[src/hw/rtl/disc_header_product_id_scanner_macros.svh]
// Assertion macros for the boot-header product-id scanner.
// Included by the top level; expects a clock named clk and a reset named rst.
`ifndef DISC_HEADER_PRODUCT_ID_SCANNER_MACROS_SVH
`define DISC_HEADER_PRODUCT_ID_SCANNER_MACROS_SVH

// same-cycle implication
`define DHPS_ASSERT_NOW(label, pre, post, msg) \
  label: assert property (@(posedge clk) disable iff (rst) (pre) |-> (post)) \
    else $error(msg);

// next-cycle implication
`define DHPS_ASSERT_NEXT(label, pre, post, msg) \
  label: assert property (@(posedge clk) disable iff (rst) (pre) |=> (post)) \
    else $error(msg);

`endif

[src/hw/rtl/dhps_pkg.sv]
// Shared constants, types and the header magic lookup for the product-id scanner.
// No dependencies.
package dhps_pkg;

  localparam int SECTOR_BYTES = 2048;
  localparam int POS_W        = $clog2(SECTOR_BYTES);
  localparam int MAGIC_LEN    = 15;
  localparam int PROD_OFF     = 'h40;
  localparam int PROD_LEN     = 10;

  localparam logic [15:0] MAX_SECTORS_RESET = 16'd20000;

  localparam logic [7:0] CH_NUL   = 8'h00;
  localparam logic [7:0] CH_TAB   = 8'h09;
  localparam logic [7:0] CH_CR    = 8'h0D;
  localparam logic [7:0] CH_SPACE = 8'h20;
  localparam logic [7:0] CH_TILDE = 8'h7E;
  localparam logic [7:0] CH_0     = 8'h30;
  localparam logic [7:0] CH_9     = 8'h39;
  localparam logic [7:0] CH_A     = 8'h41;
  localparam logic [7:0] CH_Z     = 8'h5A;

  typedef enum logic [1:0] {
    ST_FOUND     = 2'd0,
    ST_NOT_FOUND = 2'd1,
    ST_INVALID   = 2'd2
  } status_t;

  typedef struct packed {
    status_t     status;
    logic [63:0] product_low;
    logic [15:0] product_high;
    logic [3:0]  product_length;
    logic [15:0] header_sector;
  } result_t;

  // boot-header magic, one byte per offset
  function automatic logic [7:0] magic_byte(input logic [3:0] idx);
    logic [7:0] c;
    case (idx)
      4'd0:    c = 8'h53;
      4'd1:    c = 8'h45;
      4'd2:    c = 8'h47;
      4'd3:    c = 8'h41;
      4'd4:    c = 8'h20;
      4'd5:    c = 8'h53;
      4'd6:    c = 8'h45;
      4'd7:    c = 8'h47;
      4'd8:    c = 8'h41;
      4'd9:    c = 8'h4B;
      4'd10:   c = 8'h41;
      4'd11:   c = 8'h54;
      4'd12:   c = 8'h41;
      4'd13:   c = 8'h4E;
      4'd14:   c = 8'h41;
      default: c = 8'h00;
    endcase
    return c;
  endfunction

endpackage

[src/hw/rtl/dhps_validate.sv]
// Product string check: trim, cut at NUL, printable and alphanumeric tests.
// Depends on dhps_pkg.
module dhps_validate (
  input  logic [dhps_pkg::PROD_LEN*8-1:0] product,
  input  logic [15:0]                     sector,
  output dhps_pkg::result_t               result
);

  logic [7:0] ch [dhps_pkg::PROD_LEN];
  logic [3:0] len_trim;
  logic [3:0] len;
  logic       printable;
  logic       has_an;
  logic [dhps_pkg::PROD_LEN*8-1:0] masked;

  always_comb begin
    for (int i = 0; i < dhps_pkg::PROD_LEN; i++) begin
      ch[i] = product[i*8 +: 8];
    end

    // length after dropping trailing whitespace
    len_trim = 4'd0;
    for (int i = 0; i < dhps_pkg::PROD_LEN; i++) begin
      if (!(ch[i] == dhps_pkg::CH_SPACE ||
            (ch[i] >= dhps_pkg::CH_TAB && ch[i] <= dhps_pkg::CH_CR))) begin
        len_trim = 4'(i + 1);
      end
    end

    // first NUL inside the trimmed string wins
    len = len_trim;
    for (int i = dhps_pkg::PROD_LEN - 1; i >= 0; i--) begin
      if (4'(i) < len_trim && ch[i] == dhps_pkg::CH_NUL) begin
        len = 4'(i);
      end
    end

    printable = 1'b1;
    has_an    = 1'b0;
    masked    = '0;
    for (int i = 0; i < dhps_pkg::PROD_LEN; i++) begin
      if (4'(i) < len) begin
        masked[i*8 +: 8] = ch[i];
        if (ch[i] < dhps_pkg::CH_SPACE || ch[i] > dhps_pkg::CH_TILDE) begin
          printable = 1'b0;
        end
        if ((ch[i] >= dhps_pkg::CH_A && ch[i] <= dhps_pkg::CH_Z) ||
            (ch[i] >= dhps_pkg::CH_0 && ch[i] <= dhps_pkg::CH_9)) begin
          has_an = 1'b1;
        end
      end
    end

    result.header_sector = sector;
    if (len != 4'd0 && printable && has_an) begin
      result.status         = dhps_pkg::ST_FOUND;
      result.product_low    = masked[63:0];
      result.product_high   = masked[79:64];
      result.product_length = len;
    end else begin
      result.status         = dhps_pkg::ST_INVALID;
      result.product_low    = '0;
      result.product_high   = '0;
      result.product_length = '0;
    end
  end

endmodule

[src/hw/rtl/dhps_scan.sv]
// Sector byte counter, magic compare, product capture and result decision.
// Depends on dhps_pkg and dhps_validate.
module dhps_scan (
  input  logic                clk,
  input  logic                rst,
  input  logic                step,         // registered beat is consumed
  input  logic [7:0]          data_byte,
  input  logic                end_of_image,
  input  logic [15:0]         max_sectors,
  output logic                emit,         // the current beat yields a result
  output dhps_pkg::result_t   result
);

  localparam int PW = dhps_pkg::POS_W;

  logic [PW-1:0] byte_in_sector, byte_in_sector_next;
  logic [15:0]   sector_index, sector_index_next;
  logic          magic_still_matching, magic_still_matching_next;
  logic          result_given, result_given_next;
  logic [7:0]    product_bytes [dhps_pkg::PROD_LEN];
  logic [dhps_pkg::PROD_LEN*8-1:0] product_flat;

  logic          in_magic, in_prod, sector_end, match_now, limit_hit;
  logic [3:0]    prod_idx;
  logic [15:0]   limit;
  logic [16:0]   sector_inc;
  dhps_pkg::result_t valid_res;

  always_comb begin
    for (int i = 0; i < dhps_pkg::PROD_LEN; i++) begin
      product_flat[i*8 +: 8] = product_bytes[i];
    end
  end

  dhps_validate u_validate (
    .product (product_flat),
    .sector  (sector_index),
    .result  (valid_res)
  );

  assign in_magic   = byte_in_sector < PW'(dhps_pkg::MAGIC_LEN);
  assign in_prod    = byte_in_sector >= PW'(dhps_pkg::PROD_OFF) &&
                      byte_in_sector < PW'(dhps_pkg::PROD_OFF + dhps_pkg::PROD_LEN);
  assign prod_idx   = 4'(byte_in_sector - PW'(dhps_pkg::PROD_OFF));
  assign sector_end = byte_in_sector == PW'(dhps_pkg::SECTOR_BYTES - 1);
  assign match_now  = magic_still_matching &&
                      !(in_magic && data_byte != dhps_pkg::magic_byte(byte_in_sector[3:0]));
  assign limit      = (max_sectors == 16'd0) ? 16'd1 : max_sectors;
  assign sector_inc = {1'b0, sector_index} + 17'd1;
  assign limit_hit  = sector_inc >= {1'b0, limit};

  always_comb begin
    byte_in_sector_next       = byte_in_sector;
    sector_index_next         = sector_index;
    magic_still_matching_next = magic_still_matching;
    result_given_next         = result_given;
    emit                      = 1'b0;
    result                    = valid_res;

    if (!result_given) begin
      if (sector_end) begin
        byte_in_sector_next       = '0;
        magic_still_matching_next = 1'b1;
        if (match_now) begin
          emit              = 1'b1;
          result_given_next = 1'b1;
        end else if (limit_hit) begin
          emit              = 1'b1;
          result_given_next = 1'b1;
        end else begin
          sector_index_next = sector_inc[15:0];
        end
      end else begin
        byte_in_sector_next       = byte_in_sector + PW'(1);
        magic_still_matching_next = match_now;
      end
    end

    // not-found unless the header sector itself produced a result
    if (!(sector_end && match_now && !result_given)) begin
      result.status         = dhps_pkg::ST_NOT_FOUND;
      result.product_low    = '0;
      result.product_high   = '0;
      result.product_length = '0;
      result.header_sector  = '0;
    end

    if (end_of_image) begin
      if (!result_given_next) begin
        emit = 1'b1;
      end
      byte_in_sector_next       = '0;
      sector_index_next         = '0;
      magic_still_matching_next = 1'b1;
      result_given_next         = 1'b0;
    end
  end

  always_ff @(posedge clk) begin
    if (rst) begin
      byte_in_sector       <= '0;
      sector_index         <= '0;
      magic_still_matching <= 1'b1;
      result_given         <= 1'b0;
    end else if (step) begin
      byte_in_sector       <= byte_in_sector_next;
      sector_index         <= sector_index_next;
      magic_still_matching <= magic_still_matching_next;
      result_given         <= result_given_next;
    end
  end

  // product capture; entries are always written before a sector can end
  always_ff @(posedge clk) begin
    if (step && !result_given && in_prod) begin
      product_bytes[prod_idx] <= data_byte;
    end
  end

endmodule

[src/hw/rtl/disc_header_product_id_scanner.sv]
// Top level of the boot-header product-id scanner: input beat register,
// scan core, result register and the max_sectors register. Depends on dhps_pkg,
// dhps_scan and the assertion macro header.
//
//  port group  dir  payload
//  s_axis      in   tdata[7:0] data_byte, tlast end_of_image
//  m_axis      out  tdata: product_low, product_high, product_length,
//                   header_sector; tuser status
//  cfg         in   cfg_data max_sectors, written when cfg_we is high
//
// One byte per cycle sustained, save for the wait below; a byte stays in the
// input register until consumed, and its result loads at the edge it leaves.
// Bytes that yield no result keep flowing while a result waits on m_axis.
// A byte that yields a result waits only while the result register is full
// and m_axis_tready is low.
// Synchronous reset clears all control state and sets max_sectors to 20000.
`include "disc_header_product_id_scanner_macros.svh"

module disc_header_product_id_scanner (
  input  logic         clk,
  input  logic         rst,
  input  logic         s_axis_tvalid,
  output logic         s_axis_tready,
  input  logic [7:0]   s_axis_tdata,   // [7:0] data_byte
  input  logic         s_axis_tlast,   // end_of_image
  output logic         m_axis_tvalid,
  input  logic         m_axis_tready,
  output logic [103:0] m_axis_tdata,   // [63:0] product_low, [79:64] product_high,
                                       // [83:80] product_length,
                                       // [99:84] header_sector, [103:100] zero
  output logic [1:0]   m_axis_tuser,   // [1:0] status
  input  logic         cfg_we,
  input  logic [15:0]  cfg_data        // max_sectors
);

  logic [15:0] max_sectors;

  logic        a_valid;
  logic [7:0]  a_byte;
  logic        a_last;
  logic        a_step;
  logic        r_free;

  logic              emit;
  dhps_pkg::result_t scan_res;
  dhps_pkg::result_t r_res;
  logic              r_valid;

  always_ff @(posedge clk) begin
    if (rst) begin
      max_sectors <= dhps_pkg::MAX_SECTORS_RESET;
    end else if (cfg_we) begin
      max_sectors <= cfg_data;
    end
  end

  assign r_free        = !r_valid || m_axis_tready;
  assign a_step        = a_valid && (!emit || r_free);
  assign s_axis_tready = !a_valid || a_step;

  always_ff @(posedge clk) begin
    if (rst) begin
      a_valid <= 1'b0;
    end else if (s_axis_tready) begin
      a_valid <= s_axis_tvalid;
    end
  end

  always_ff @(posedge clk) begin
    if (s_axis_tready && s_axis_tvalid) begin
      a_byte <= s_axis_tdata;
      a_last <= s_axis_tlast;
    end
  end

  dhps_scan u_scan (
    .clk          (clk),
    .rst          (rst),
    .step         (a_step),
    .data_byte    (a_byte),
    .end_of_image (a_last),
    .max_sectors  (max_sectors),
    .emit         (emit),
    .result       (scan_res)
  );

  always_ff @(posedge clk) begin
    if (rst) begin
      r_valid <= 1'b0;
    end else if (a_step && emit) begin
      r_valid <= 1'b1;
    end else if (m_axis_tready) begin
      r_valid <= 1'b0;
    end
  end

  always_ff @(posedge clk) begin
    if (a_step && emit) begin
      r_res <= scan_res;
    end
  end

  assign m_axis_tvalid = r_valid;
  assign m_axis_tuser  = r_res.status;
  assign m_axis_tdata  = {4'd0, r_res.header_sector, r_res.product_length,
                          r_res.product_high, r_res.product_low};

  `DHPS_ASSERT_NOW(a_found_has_length,
    r_valid && r_res.status == dhps_pkg::ST_FOUND, r_res.product_length != 4'd0,
    "found result with empty product")
  `DHPS_ASSERT_NOW(a_not_found_clean,
    r_valid && r_res.status == dhps_pkg::ST_NOT_FOUND,
    r_res.header_sector == 16'd0 && r_res.product_length == 4'd0,
    "not-found result carries header data")
  `DHPS_ASSERT_NEXT(a_emit_lands,
    a_step && emit, r_valid,
    "emitted result did not reach the output register")

endmodule

[config.mk]
export PLATFORM = sky130hd
export DESIGN_NAME = disc_header_product_id_scanner
export DESIGN_NICKNAME = d
export VERILOG_FILES = /design/src/hw/rtl/dhps_pkg.sv /design/src/hw/rtl/dhps_validate.sv /design/src/hw/rtl/dhps_scan.sv /design/src/hw/rtl/disc_header_product_id_scanner.sv
export VERILOG_INCLUDE_DIRS = /design/src /design/src/hw/rtl
export SDC_FILE = /design/constraint.sdc
export NUM_CORES = 1
export LEC_CHECK = 0
export CAP_MARGIN = 20
export CORE_MARGIN = 2
export CORE_UTILIZATION = 50
export CTS_BUF_LIST = sky130_fd_sc_hd__clkbuf_8
export DETAILED_ROUTE_END_ITERATION = 8
export DONT_BUFFER_PORTS = 1
export PLACE_DENSITY = 0.68
export REMOVE_ABC_BUFFERS = 1
export SLEW_MARGIN = 25
export SYNTH_ARGS = -nofsm -noshare
export SYNTH_HDL_FRONTEND = slang
export SYNTH_HIERARCHICAL = 1
export SYNTH_SLANG_ARGS = --single-unit
[constraint.sdc]
create_clock -name clk -period 7.2 [get_ports clk]
set_input_delay 1.8 -clock clk [delete_from_list [all_inputs] [get_ports clk]]
set_output_delay 1.8 -clock clk [all_outputs]
set_load 0.05 [all_outputs]
# ---- Word level (Yosys, flattened, before mapping)
# Memory sizes are Yosys's and may differ from the RTL's. A register that Yosys moved wholly into a read port is not among the register bits.
# Cells that the tools add are included.
dict set report totals {
  mem_bits_ro 112
  word_cells 360
  inputBits 30
  reg_bits 158
  out_inout_bits 108
  ram_bits 80
  n_memories 2
}
# memory depth word_bits rd rd_clocked_by_memory_dff wr line_no
set mem_list {}
lappend mem_list {{(name not given)} 16 7 1 1 0 dhps_pkg.sv:40} ;# case (idx)
lappend mem_list {u_scan.product_bytes 10 8 10 0 1 dhps_scan.sv:20} ;# logic [7:0] product_bytes [dhps_pkg::PROD_LEN];
dict set report classes {
  eq_ne 15
  n_addsub 3
  muxes 97
  magnitude_cmp 104
  reduce_logical 117
}
# op count
set ops {}
lappend ops {{two-way mux 16 bit} 6}
lappend ops {{two-way mux 86 bit} 1}
lappend ops {{two-way mux 4 bit} 21}
lappend ops {{== test 8 x 6 -> 1 bit (second input constant)} 10}
lappend ops {{>= comparator 8 x 4 -> 1 bit (second input constant)} 10}
lappend ops {{>= comparator 8 x 6 -> 1 bit (second input constant)} 10}
lappend ops {{>= comparator 8 x 7 -> 1 bit (second input constant)} 10}
lappend ops {{> comparator 8 x 7 -> 1 bit (second input constant)} 10}
lappend ops {{less-or-equal comparator 8 x 4 -> 1 bit (second input constant)} 10}
lappend ops {{less-or-equal comparator 8 x 6 -> 1 bit (second input constant)} 10}
lappend ops {{less-or-equal comparator 8 x 7 -> 1 bit (second input constant)} 10}
lappend ops {{logical NOT 8 bit} 10}
lappend ops {{< comparator 8 x 6 -> 1 bit (second input constant)} 10}
lappend ops {{two-way mux 8 bit} 10}
lappend ops {{two-way mux 1 bit} 56}
lappend ops {{logical AND 1 bit} 52}
lappend ops {{logical OR 1 bit} 33}
lappend ops {{two-way mux 11 bit} 3}
lappend ops {{< comparator 3 x 4 -> 1 bit (first input constant)} 8}
lappend ops {{AND reduction 3 bit} 10}
lappend ops {{adder 16 x 1 -> 17 bit (second input constant)} 1}
lappend ops {{>= comparator 17 x 16 -> 1 bit} 1}
lappend ops {{logical NOT 16 bit} 1}
lappend ops {{< comparator 1 x 4 -> 1 bit (first input constant)} 4}
lappend ops {{other kinds (15)} 29}

# ---- Longest topological paths before layout
# Gate-level depths: netlist (run 1).
# An unclocked memory read counts as a cell.
dict set report logic_depth {
  depth_word 49
  ltp_mapped 24
  depth_no_buf 23
}

# ---- Modules after synthesis
# The synthesis (run 1) kept the hierarchy.
# mod cells_each instances seq_area_each_um2 area_per_inst_um2
set modules_own_cells {}
lappend modules_own_cells {dhps_scan 510 1 3123.0 5789.3}
lappend modules_own_cells {disc_header_product_id_scanner 180 1 3693.5 4056.4}
lappend modules_own_cells {dhps_validate 525 1 0.0 3285.7}

# ---- Worst setup path before layout (run 1)
# No wires, ideal clock.
dict set report synth_path {
  kind {flip-flop to flip-flop}
  start {register u_scan.sector_index[0]}
  end {register r_res (netlist bit m_axis_tdata[0]) (enable)}
  period_less_slack_ns 7.674
  t_arrival_ns 7.110
  n_path_buf 0
  setup_ns 0.563
  path_slack_ns -0.474
  path_stages_with_launch 16
  required_ns 6.637
  cell_sequence {dfxtp_1 -> ha_1 -> and3_1 -> nand3_2 -> nor2_1 -> nand3_1 -> xnor2_1 -> ha_1 -> nand3_1 -> nor4_1 -> a221oi_1 -> and3b_2 -> o211a_1 -> o22ai_1 -> nand2_1 -> nor2_1}
}
dict set report synth_via {
  elab_chain_len 12
  elab_cells_between_ends 13
  cone_classes {add/sub (1); order compare (1); mux (7); reduce/logical (4)}
}
# item line_no
set synth_rtl {}
lappend synth_rtl {{start, declared} dhps_scan.sv:17} ;# logic [15:0] sector_index, sector_index_next;
lappend synth_rtl {{start signal, assigned} dhps_scan.sv:107} ;# sector_index <= sector_index_next;
lappend synth_rtl {{adder 16 x 1 -> 17 bit (*)} dhps_scan.sv:49} ;# assign sector_inc = {1'b0, sector_index} + 17'd1;
lappend synth_rtl {{>= comparator 17 x 16 -> 1 bit (*)} dhps_scan.sv:50} ;# assign limit_hit = sector_inc >= {1'b0, limit};
lappend synth_rtl {{two-way mux 1 bit (*)} dhps_scan.sv:67} ;# end else if (limit_hit) begin
lappend synth_rtl {{two-way mux 1 bit (*)} dhps_scan.sv:64} ;# if (match_now) begin
lappend synth_rtl {{two-way mux 1 bit (*)} dhps_scan.sv:61} ;# if (sector_end) begin
lappend synth_rtl {{two-way mux 1 bit} dhps_scan.sv:60} ;# if (!result_given) begin
lappend synth_rtl {{two-way mux 1 bit} dhps_scan.sv:89} ;# if (!result_given_next) begin
lappend synth_rtl {{two-way mux 1 bit (*)} dhps_scan.sv:88} ;# if (end_of_image) begin
lappend synth_rtl {{net emit} disc_header_product_id_scanner.sv:44} ;# logic emit;
lappend synth_rtl {{logical NOT 1 bit} disc_header_product_id_scanner.sv:58} ;# assign a_step = a_valid && (!emit || r_free);
lappend synth_rtl {{logical OR 1 bit} disc_header_product_id_scanner.sv:58}
lappend synth_rtl {{logical AND 1 bit} disc_header_product_id_scanner.sv:58}
lappend synth_rtl {{logical AND 1 bit (*)} disc_header_product_id_scanner.sv:98} ;# if (a_step && emit) begin
lappend synth_rtl {{end signal, assigned} disc_header_product_id_scanner.sv:99} ;# r_res <= scan_res;
lappend synth_rtl {{end, declared} disc_header_product_id_scanner.sv:46} ;# dhps_pkg::result_t r_res;
# Mark *: on every way through the listed nets, which the timed path passes. The rest lies on a longest branch.
# A chain may end at the register's enable or synchronous reset.

# ---- Final worst setup path (run 1)
dict set report layout_path {
  start {register u_scan.sector_index[0]}
  end {output port s_axis_tready}
}
dict set report layout_via {
  elab_chain_len 12
  elab_cells_between_ends 13
  cone_classes {add/sub (1); order compare (1); mux (7); reduce/logical (4)}
}
# item line_no
set layout_rtl {}
lappend layout_rtl {{adder 16 x 1 -> 17 bit (*)} dhps_scan.sv:49}
lappend layout_rtl {{>= comparator 17 x 16 -> 1 bit (*)} dhps_scan.sv:50}
lappend layout_rtl {{two-way mux 1 bit (*)} dhps_scan.sv:67}
lappend layout_rtl {{two-way mux 1 bit (*)} dhps_scan.sv:64}
lappend layout_rtl {{two-way mux 1 bit (*)} dhps_scan.sv:61}
lappend layout_rtl {{two-way mux 1 bit} dhps_scan.sv:60}
lappend layout_rtl {{two-way mux 1 bit} dhps_scan.sv:89}
lappend layout_rtl {{two-way mux 1 bit (*)} dhps_scan.sv:88}
lappend layout_rtl {{net emit} disc_header_product_id_scanner.sv:44}
lappend layout_rtl {{logical NOT 1 bit (*)} disc_header_product_id_scanner.sv:58}
lappend layout_rtl {{logical OR 1 bit (*)} disc_header_product_id_scanner.sv:58}
lappend layout_rtl {{logical AND 1 bit (*)} disc_header_product_id_scanner.sv:58}
lappend layout_rtl {{logical OR 1 bit (*)} disc_header_product_id_scanner.sv:59} ;# assign s_axis_tready = !a_valid || a_step;
lappend layout_rtl {{end, declared} disc_header_product_id_scanner.sv:23} ;# output logic s_axis_tready,
# Marks and branches as above.

==> results.yml, run 1 <==
run_status:
  outcome: "completed"
clock_network:
  htreeDepth: 2
  clock_latency_ns: 0.54
  clockBufferDepth: 3
  cts_root_buf: "clkbuf_8"
  cts.sinks: 245
  cts_hold_buf: 0
  cts_tree: "done"
  postCtsResizedCells: 0
  clk_pin_slew_ns: 0.06
  cts_buffers: 43
  postCtsSetupBuffers: 0
floorplan:
  die-width_um: 166
  rows: 59
  io_pins: 138
  die_h_um: 166
  dieArea_sq_um: 27600
  initial_core_util_pct: 50.7
  coreArea_sq_um: 25900
final_layout:
  final_common_cell: "edfxtp_1"
  stdcell_count: 1555
  syn_to_final_growth_pct: 6.13
  final_area_sq_um: 13900
  post-route-util_pct: 53.8
  diodes: 0
  layout.nets: 1243
  final_cell_mix: "191 x edfxtp_1, 119 x and2_1, 88 x nand2_1"
  drive_gt1_share_pct: 12.0
yosys:
  synth_cell_types: 96
  ys_warn_count: 6
  async_flop_share_pct: 0
  synthCells: 1215
  avgSynthCellArea_sq_um: 10.8
  yosysSeqAreaShare_pct: 51.9
  ys_ff_latch: 245
  synth-main-ff-cell: "edfxtp_1"
  synth_edf_count: 191
  syn_area_sq_um: 13100
grt:
  antenna_found_initial: 0
  grt_pass1_wl_mm: 47.7
  grt_overflow: 0
  grtUsageTotal_pct: 21.4
  grt_pass1_vias: 8889
  grt_max_degree: 103
timing:
  max_freq_mhz: 164
  setup_tns_ns: 0
  min_period_ns: 6.11
  setup_viol: 0
  grt_setup_unrepaired: "false"
  maxSlewViolCount: 0
  slew_headroom_pct: 43.4
  finClkSkew_ns: 0.0222
  worst_slack_ns: 1.09
  tightest_slew_ns: 0.847
  final_hold_viol_count: 0
  finalCritPeriodShare_pct: 84.8
setup_path:
  slowest_delay_ns: 0.59
  r2r_slack_ns: 1.79
  arrival_ns: 4.31
  crit_type: "reg2out"
  cp.depth: 14
  r2r-start: "u_scan/sector_index[0]"
  required_ns: 5.40
  reg2reg_depth: 19
  rr_endpoint: "u_scan/sector_index[14]"
  crit_chain: "ha_1 > and3_1 > nand3_2 > nor2_1 > nand3_1 > xnor2_1 > ha_1 > nand3_1 > nor4_1 > a221oi_1 > and3b_2 > o211a_1 > o22ai_1 > nand4b_1"
  critPathSlowestCell: "nand4b_1"
  cp_max_fo: 7
  critPathBufInv: 0
  cp_top_family: "simple AND/OR/NAND/NOR gates"
  cp-end-kind: "output port"
  cp-start-kind: "flip-flop"
power_and_ir_drop:
  clockPowerShare_pct: 41.9
  ir_drop_uv: 157
  power_frac_seq_pct: 56.0
  swShare_pct: 22.0
  power_frac_comb_pct: 2.1
  pwr_density_cell_nw_per_um2: 202
  p_leak_nw: 5.02
  intPower_mw: 2.20
  power.net_switching_mw: 0.618
drt:
  via_per_inst: 5.95
  drc: 0
  dr.pass1.iters: 6
  drt_iter0_markers: 630
  finalWirelength_mm: 29.5
  vias: 9251
  wl_per_cell_um: 18.9
  ant_nets: 0
placed_design:
  post-place-ws_ns: 1.70
  place_hpwl_mm: 20.4
  placed_cell_area_sq_um: 13100
  dp_cells: 1477
  gp_congestion: 0.921
  port_buffers: 0
run:
  maxCapViolations: 0
hold_path:
  holdPathStages: 2
  hp-start: "u_scan/sector_index[4]"
  whs_endpoint: "u_scan/sector_index[4]"
  worstHoldPathType: "reg2reg"
[power by group through the flow]
stage                     logic, mW  registers (mW)  clock network (mW)
final                        0.0594            1.58                1.18
after global routing         0.0671            1.58                1.29
after CTS                    0.0602            1.58                1.22
after detailed placement     0.0598            1.61                   0
after global placement       0.0584            1.60                   0
after floorplan              0.0462            1.60                   0
[Yosys cell counts (4+ instances only)]
cell type,n,area share (%)
nand2_1,88,2.5
clkbuf_1,36,1.0
or4_1,10,0.57
a211o_1,7,0.47
buf_6,9,0.77
nor4_2,31,3.0
or4b_2,6,0.46
o32ai_1,6,0.40
or2_2,4,0.19
o41ai_1,5,0.33
inv_1,36,1.0
o21ai_1,14,0.53
a211oi_1,6,0.34
a22oi_1,4,0.23
ha_1,26,2.5
o211ai_2,4,0.38
buf_4,33,1.9
nand3b_1,5,0.29
nor3_1,37,1.4
edfxtp_1,191,44
and3_1,12,0.57
mux2i_1,14,1.1
o21ai_0,32,1.2
nor4b_1,15,1.0
o211ai_1,10,0.57
a21oi_1,36,1.4
a21o_1,7,0.40
nor2b_1,12,0.57
xnor2_1,13,0.87
xor2_1,15,1.0
buf_2,15,0.57
o21a_1,5,0.29
nand2b_1,4,0.19
nand3_1,47,1.8
o31ai_2,5,0.48
dfxtp_1,54,8.2
o22ai_1,16,0.76
and2_1,119,5.7
nor2_1,60,1.7
or3_1,16,0.76
nand4_1,30,1.4
nor4_1,41,2.0
[area by class of cell]
type	instances	area, sq um
Fill cell	2234	12000
Sequential cell	245	6820
Multi-Input combinational cell	849	5660
Clock buffer	44	606
Tap cell	335	419
Clock inverter	34	190
Inverter	38	143
Timing Repair Buffer	10	100
[metal layers]
layer / up-vias / GRT usage, % / routed length [um]
li1: 4468 / - / -
met1: 4430 / 27.5 / 12400
met2: 295 / 36.7 / 14600
met3: 58 / 4.19 / 1730
met4: 0 / 6.39 / 712
met5: - / 0 / 0
[cell families after synthesis]
logic type	count (synthesis)	share of synthesized area, %
multiplexers	15	1.15
adder cells (fa/ha/maj)	26	2.48
buffers and inverters	134	5.63
other	2	0.0572
AO/OA/AOI/OAI	197	10.7
flip-flops	245	51.9
XOR/XNOR	28	1.87
AND/OR/NAND/NOR	568	26.2
[sequential cells by signal, summed over array words and instances (netlist names), named ones only]
register,flops
m_axis_tdata,100
u_scan/product_bytes,80
max_sectors,16
u_scan/sector_index,16
u_scan/byte_in_sector,11
a_byte,8
m_axis_tuser,2
a_last,1
a_valid,1
m_axis_tvalid,1
u_scan/magic_still_matching,1
u_scan/result_given,1
[how the worst max path moves through the flow]
stage	startpoint	endpoint	slack (ns)
6_report	u_scan/sector_index[0]	s_axis_tready	1.09
5_1_grt	u_scan/sector_index[0]	s_axis_tready	0.72
3_5_place_dp	u_scan/sector_index[0]	s_axis_tready	1.70
2_1_floorplan	u_scan/sector_index[0]	m_axis_tdata[0]	-0.46
3_3_place_gp	u_scan/sector_index[0]	s_axis_tready	1.82
4_1_cts	u_scan/sector_index[0]	s_axis_tready	1.07
[stage by stage]
step	total power, mW	hold slack, ns
2_1_floorplan	1.64	0.448
3_3_place_gp	1.66	0.477
3_5_place_dp	1.67	0.485
4_1_cts	2.85	0.497
5_1_grt	2.94	0.528
6_report	2.81	0.494
[worst min-delay path: cells and delay by family, from the launching register on]
family	cells	cell delay, ns
flops	1	0.33
compound gates	1	0.05
simple gates	1	0.07
Power figures use the tool's default switching activity.
==> run 2, diff against run 1 <==
--- a/config.mk
+++ b/config.mk
@@ -6,6 +6,7 @@
 export SDC_FILE = /design/constraint.sdc
 export NUM_CORES = 1
 export LEC_CHECK = 0
+export ABC_AREA = 1
 export CAP_MARGIN = 20
 export CORE_MARGIN = 2
 export CORE_UTILIZATION = 50
==> constraint.sdc (replaced) <==
create_clock -name clk -period 5.2 [get_ports clk]
set_input_delay 1.3 -clock clk [delete_from_list [all_inputs] [get_ports clk]]
set_output_delay 1.3 -clock clk [all_outputs]
set_load 0.05 [all_outputs]
==> run 2 against run 1 <==
Sequential share of layout area rose by 0.54 points. Via count rose by 1.1%. Sequential power rose by 39%. Clock power rose by 45%. Clock skew fell by 0.0014 ns. Critical endpoint unchanged. Largest cell class unchanged. Largest power group unchanged. Highest routed layer unchanged.
==> results.yml, run 2 <==
final_layout:
  layout.nets: 1557
  final_common_cell: "nand2_1"
  final_cell_mix: "274 x nand2_1, 264 x inv_1, 242 x nor2_1"
  syn_to_final_growth_pct: 7.65
  diodes: 0
  stdcell_count: 1863
  drive_gt1_share_pct: 12.7
  largest_reg_flops: 100
placed_design:
  gp_congestion: 0.962
  place_hpwl_mm: 18.7
  port_buffers: 0
  dp_cells: 1788
  post-place-ws_ns: 0.787
yosys:
  synth-main-ff-cell: "edfxtp_1"
  avgSynthCellArea_sq_um: 8.59
  ys_ff_latch: 245
  yosysTopAreaCell: "edfxtp_1"
  syn_area_sq_um: 12800
  ys_warn_count: 6
  synth_cell_types: 56
  synthTopCellsByCount: "274 x nand2_1, 253 x inv_1, 242 x nor2_1, 191 x edfxtp_1, 68 x nand3_1"
  synth.area.top_cells: "edfxtp_1 45%, dfxtp_1 8.4%, nand2_1 8.0%, inv_1 7.4%, nor2_1 7.1%"
  synth_edf_count: 191
  synth_most_common_cell: "nand2_1"
  yosysSeqAreaShare_pct: 53.2
  async_flop_share_pct: 0
  synth_top_cell_area_share_pct: 44.8
  synthCells: 1490
clock_network:
  clockBufferDepth: 3
  clock_latency_ns: 0.54
  cts_root_buf: "clkbuf_8"
  cts_tree: "done"
  cts_buffers: 41
  cts_hold_buf: 0
  htreeDepth: 2
  cts.sinks: 245
  clk_pin_slew_ns: 0.06
timing:
  final_hold_viol_count: 0
  slew_headroom_pct: 33.4
  setup_tns_ns: 0
  grt_setup_unrepaired: "false"
  finClkSkew_ns: 0.0209
  finalCritPeriodShare_pct: 92.1
  min_period_ns: 4.79
  setup_viol: 0
  maxSlewViolCount: 0
  worst_slack_ns: 0.410
  max_freq_mhz: 209
  tightest_slew_ns: 0.999
drt:
  drc: 0
  ant_nets: 0
  via_per_inst: 5.02
  wl_per_cell_um: 14.4
  vias: 9355
  dr.pass1.iters: 5
  finalWirelength_mm: 26.9
  drt_iter0_markers: 639
setup_path:
  cp-end-kind: "output port"
  arrival_ns: 3.49
  required_ns: 3.90
  cp_max_fo: 5
  crit_type: "reg2out"
  cp-start-kind: "flip-flop"
hold_path:
  worstHoldPathType: "reg2reg"
floorplan:
  initial_core_util_pct: 50.9
  rows: 58
  io_pins: 138
  coreArea_sq_um: 25200
  dieArea_sq_um: 26900
  die_h_um: 164
  die-width_um: 164
grt:
  grt_max_degree: 61
  grt_overflow: 0
  grt_pass1_wl_mm: 42.9
  grt_pass1_vias: 8721
  grtUsageTotal_pct: 20.1
  antenna_found_initial: 0
run_status:
  outcome: "completed"
power_and_ir_drop:
  pwr_density_cell_nw_per_um2: 295
  p_leak_nw: 5.63
  ir_drop_uv: 218
run:
  maxCapViolations: 0
==> run 2: area by class of cell <==
| type | instances | area [sq um] |
|---|---|---|
| Fill cell | 2235 | 11400 |
| Sequential cell | 245 | 6820 |
| Multi-Input combinational cell | 920 | 4560 |
| Inverter | 278 | 1050 |
| Clock buffer | 46 | 633 |
| Tap cell | 330 | 413 |
| Clock inverter | 29 | 200 |
| Timing Repair Buffer | 15 | 113 |
==> run 2: final timing paths <==
kind | start | to | slack (ns) | depth (start not counted)
setup / recovery | u_scan/sector_index[2] | s_axis_tready | 0.41 | 19
hold / removal | max_sectors[11] | max_sectors[11] | 0.49 | 2
setup reg to reg | u_scan/sector_index[2] | flip-flop | 0.78 | 30
hold reg to reg | max_sectors[11] | max_sectors[11] | 0.49 | 2
==> run 2: worst max-delay path: stages, from the launching register on <==
cell and delay, ns:
dfxtp_1 0.41, nand3_1 0.13, inv_1 0.13, nand2_1 0.09
nor2_1 0.10, nand2_1 0.10, xor2_1 0.15, inv_1 0.09
ha_1 0.28, nand2_1 0.08, nor2_1 0.15, nand3b_1 0.09
nand3_1 0.08, nand2_1 0.05, nand2_1 0.06, nand2_1 0.06
nand2_2 0.10, nand2_1 0.07, a21oi_2 0.17, nand4_1 0.57
==> run 2: routing by layer <==
layer	share of wire [%]	vias to the layer above	global-route usage, %
met5	0	-	0
met4	2.2	0	6.54
met3	5.4	52	3.43
met2	47	260	33.4
met1	45	4300	26.7
li1	-	4743	-
==> run 2: kinds of logic after synthesis <==
kind of cell	count (synthesis)	synth area share, %
AND/OR/NAND/NOR	736	25.5
buffers and inverters	338	11.6
XOR/XNOR	14	0.958
AO/OA/AOI/OAI	129	6.09
flip-flops	245	53.2
adder cells (fa/ha/maj)	26	2.54
other	2	0.0586
==> run 2: metrics by stage <==
step,instance area (sq um),power (mW),utilization [%],hold WS [ns]
2_1_floorplan,12400,2.35,-,0.451
6_report,13800,4.07,54.7,0.486
5_1_grt,13800,4.23,54.7,0.513
3_3_place_gp,12900,2.40,51.4,0.467
4_1_cts,13800,4.12,54.7,0.492
3_5_place_dp,12900,2.40,51.4,0.483
==> run 2: timing repair <==
item	CTS	global route
buffers inserted	0	0
setup endpoints to repair	0	1
resized for setup	0	2
==> run 2: where the power goes <==
| group | internal [mW] | switching, mW | leakage [nW] |
|---|---|---|---|
| combinational | 0.0548 | 0.115 | 2.77 |
| sequential | 2.14 | 0.0544 | 2.38 |
| clock | 0.962 | 0.749 | 0.474 |
==> run 3, diff against run 2 <==
--- a/config.mk
+++ b/config.mk
@@ -14,7 +14,6 @@
 export DETAILED_ROUTE_END_ITERATION = 8
 export DONT_BUFFER_PORTS = 1
 export PLACE_DENSITY = 0.68
-export REMOVE_ABC_BUFFERS = 1
 export SLEW_MARGIN = 25
 export SYNTH_ARGS = -nofsm -noshare
 export SYNTH_HDL_FRONTEND = slang
==> run 3 against run 2 <==
Utilization about the same. Clock power about the same. Highest routed layer unchanged. Die area unchanged. Maximum frequency increased by 0.42%. Sequential power about the same.
==> results.yml, run 3 (same netlist as run 2, synthesis figures left out) <==
setup_path:
  r2r-start: "u_scan/sector_index[0]"
  slowest_delay_ns: 0.58
  crit_chain: "ha_1 > nand2_1 > nor2_4 > nand2_1 > xor2_1 > ha_1 > nand2_1 > nor2_1 > nand3b_1 > nand3_1 > nand2_1 > nand2_1 > nand2_1 > nand2_2 > nand2_1 > a21oi_2 > nand4_1"
  r2r_slack_ns: 0.87
  cp-end-kind: "output port"
  cp_top_family: "simple AND/OR/NAND/NOR gates"
  reg2reg_depth: 27
  arrival_ns: 3.47
  crit_type: "reg2out"
  path_common_cell: "nand2_1"
  cp-start-kind: "flip-flop"
  critPathSlowestCell: "nand4_1"
  cp_max_fo: 6
  required_ns: 3.90
  critPathBufInv: 0
clock_network:
  clk_pin_slew_ns: 0.06
  postCtsSetupBuffers: 0
  cts_buffers: 42
  cts_tree: "done"
  htreeDepth: 2
  clockBufferDepth: 3
  clock_latency_ns: 0.56
  cts_root_buf: "clkbuf_8"
  cts.sinks: 245
final_layout:
  final_cell_mix: "274 x nand2_1, 263 x inv_1, 242 x nor2_1"
  largest_reg_flops: 100
  final_area_sq_um: 13800
  diodes: 0
  layout.nets: 1555
  post-route-util_pct: 54.7
  syn_to_final_growth_pct: 7.58
  final_common_cell: "nand2_1"
  drive_gt1_share_pct: 12.3
  fillers: 2237
  stdcell_count: 1863
grt:
  grt_pass1_vias: 8941
  grtUsageTotal_pct: 20.5
  antenna_found_initial: 0
  grt_max_degree: 69
  grt_pass1_wl_mm: 43.8
  grt_overflow: 0
drt:
  ant_nets: 0
  vias: 9441
  drc: 0
  via_per_inst: 5.07
  drt_iter0_markers: 741
  finalWirelength_mm: 27.2
  wl_per_cell_um: 14.6
  dr.pass1.iters: 5
run_status:
  outcome: "completed"
floorplan:
  coreArea_sq_um: 25200
  die_h_um: 164
  initial_core_util_pct: 50.9
  io_pins: 138
  die-width_um: 164
  rows: 58
  dieArea_sq_um: 26900
placed_design:
  gp_congestion: 0.939
  port_buffers: 0
  placed_cell_area_sq_um: 12900
  place_hpwl_mm: 19.2
  dp_cells: 1785
timing:
  min_period_ns: 4.77
  hold_slack_ns: 0.482
  finClkSkew_ns: 0.0423
  tightest_slew_ns: 0.713
  maxSlewViolCount: 0
  setup_viol: 0
  max_freq_mhz: 210
  finalCritPeriodShare_pct: 91.7
  grt_setup_unrepaired: "false"
  slew_headroom_pct: 52.5
  setup_tns_ns: 0
  final_hold_viol_count: 0
run:
  maxCapViolations: 0
hold_path:
  worstHoldPathType: "reg2reg"
  whs_endpoint: "max_sectors[11]"
  holdPathStages: 2
  hp-start: "max_sectors[11]"
power_and_ir_drop:
  pwr_density_cell_nw_per_um2: 294
  ir_drop_uv: 243
  p_leak_nw: 5.61
==> run 3: cell types whose count changed in the layout (fill, tap and decap cells not counted), sizes merged <==
cell,change
bufinv,-1
buf,-3
clkinv,+4
inv,+1
clkinvlp,-1
==> run 3: worst min-delay path, stage by stage, from the launching register on <==
cell and delay, ns:
dfxtp_1 0.32, nand2_1 0.06, nand3_1 0.05
==> run 3: repair_timing <==
action / CTS / global route
endpoints found under the setup margin: 0 / 1
resized for setup: 0 / 3
hold buffers: 0 / 0
==> run 3: power breakdown <==
| group | leakage, nW | internal, mW | switching [mW] | total (mW) |
|---|---|---|---|---|
| Clock | 0.463 | 0.918 | 0.768 | 1.69 |
| Combinational | 2.77 | 0.0543 | 0.111 | 0.166 |
| Sequential | 2.38 | 2.14 | 0.0592 | 2.19 |
| Total | 5.61 | 3.11 | 0.938 | 4.05 |
==> run 3: stage by stage <==
stage	power (mW)	worst slack, ns
floorplan	2.37	0.508
global placement	2.40	0.927
detailed placement	2.40	0.806
CTS	4.08	0.287
global route	4.20	0.0116
finish	4.05	0.430
==> run 3: worst max path at each step <==
| stage | start | end | cells past startpoint |
|---|---|---|---|
| after detailed placement | u_scan/sector_index[0] | flip-flop | 27 |
| after floorplan | u_scan/sector_index[0] | m_axis_tdata[0] | 18 |
| final | u_scan/sector_index[0] | s_axis_tready | 17 |
| after CTS | u_scan/sector_index[0] | s_axis_tready | 17 |
| after global routing | u_scan/sector_index[0] | s_axis_tready | 17 |
| after global placement | u_scan/sector_index[0] | flip-flop | 28 |
==> run 3: per-layer routing <==
metal / global-route usage (%) / vias to the layer above / routed length [um]
met5: 0 / - / 0
met3: 4.57 / 67 / 1800
met1: 26.6 / 4308 / 11900
met4: 7.58 / 0 / 774
li1: - / 4742 / -
met2: 33.6 / 324 / 12700
==> run 3: area by class of cell <==
type	count	area [sq um]	area share [%]
Multi-Input combinational cell	920	4560	33.1
Inverter	278	1050	7.62
Sequential cell	245	6820	49.5
Timing Repair Buffer	12	115	0.836
Clock buffer	46	633	4.60
Tap cell	330	413	3.00
Clock inverter	32	188	1.36
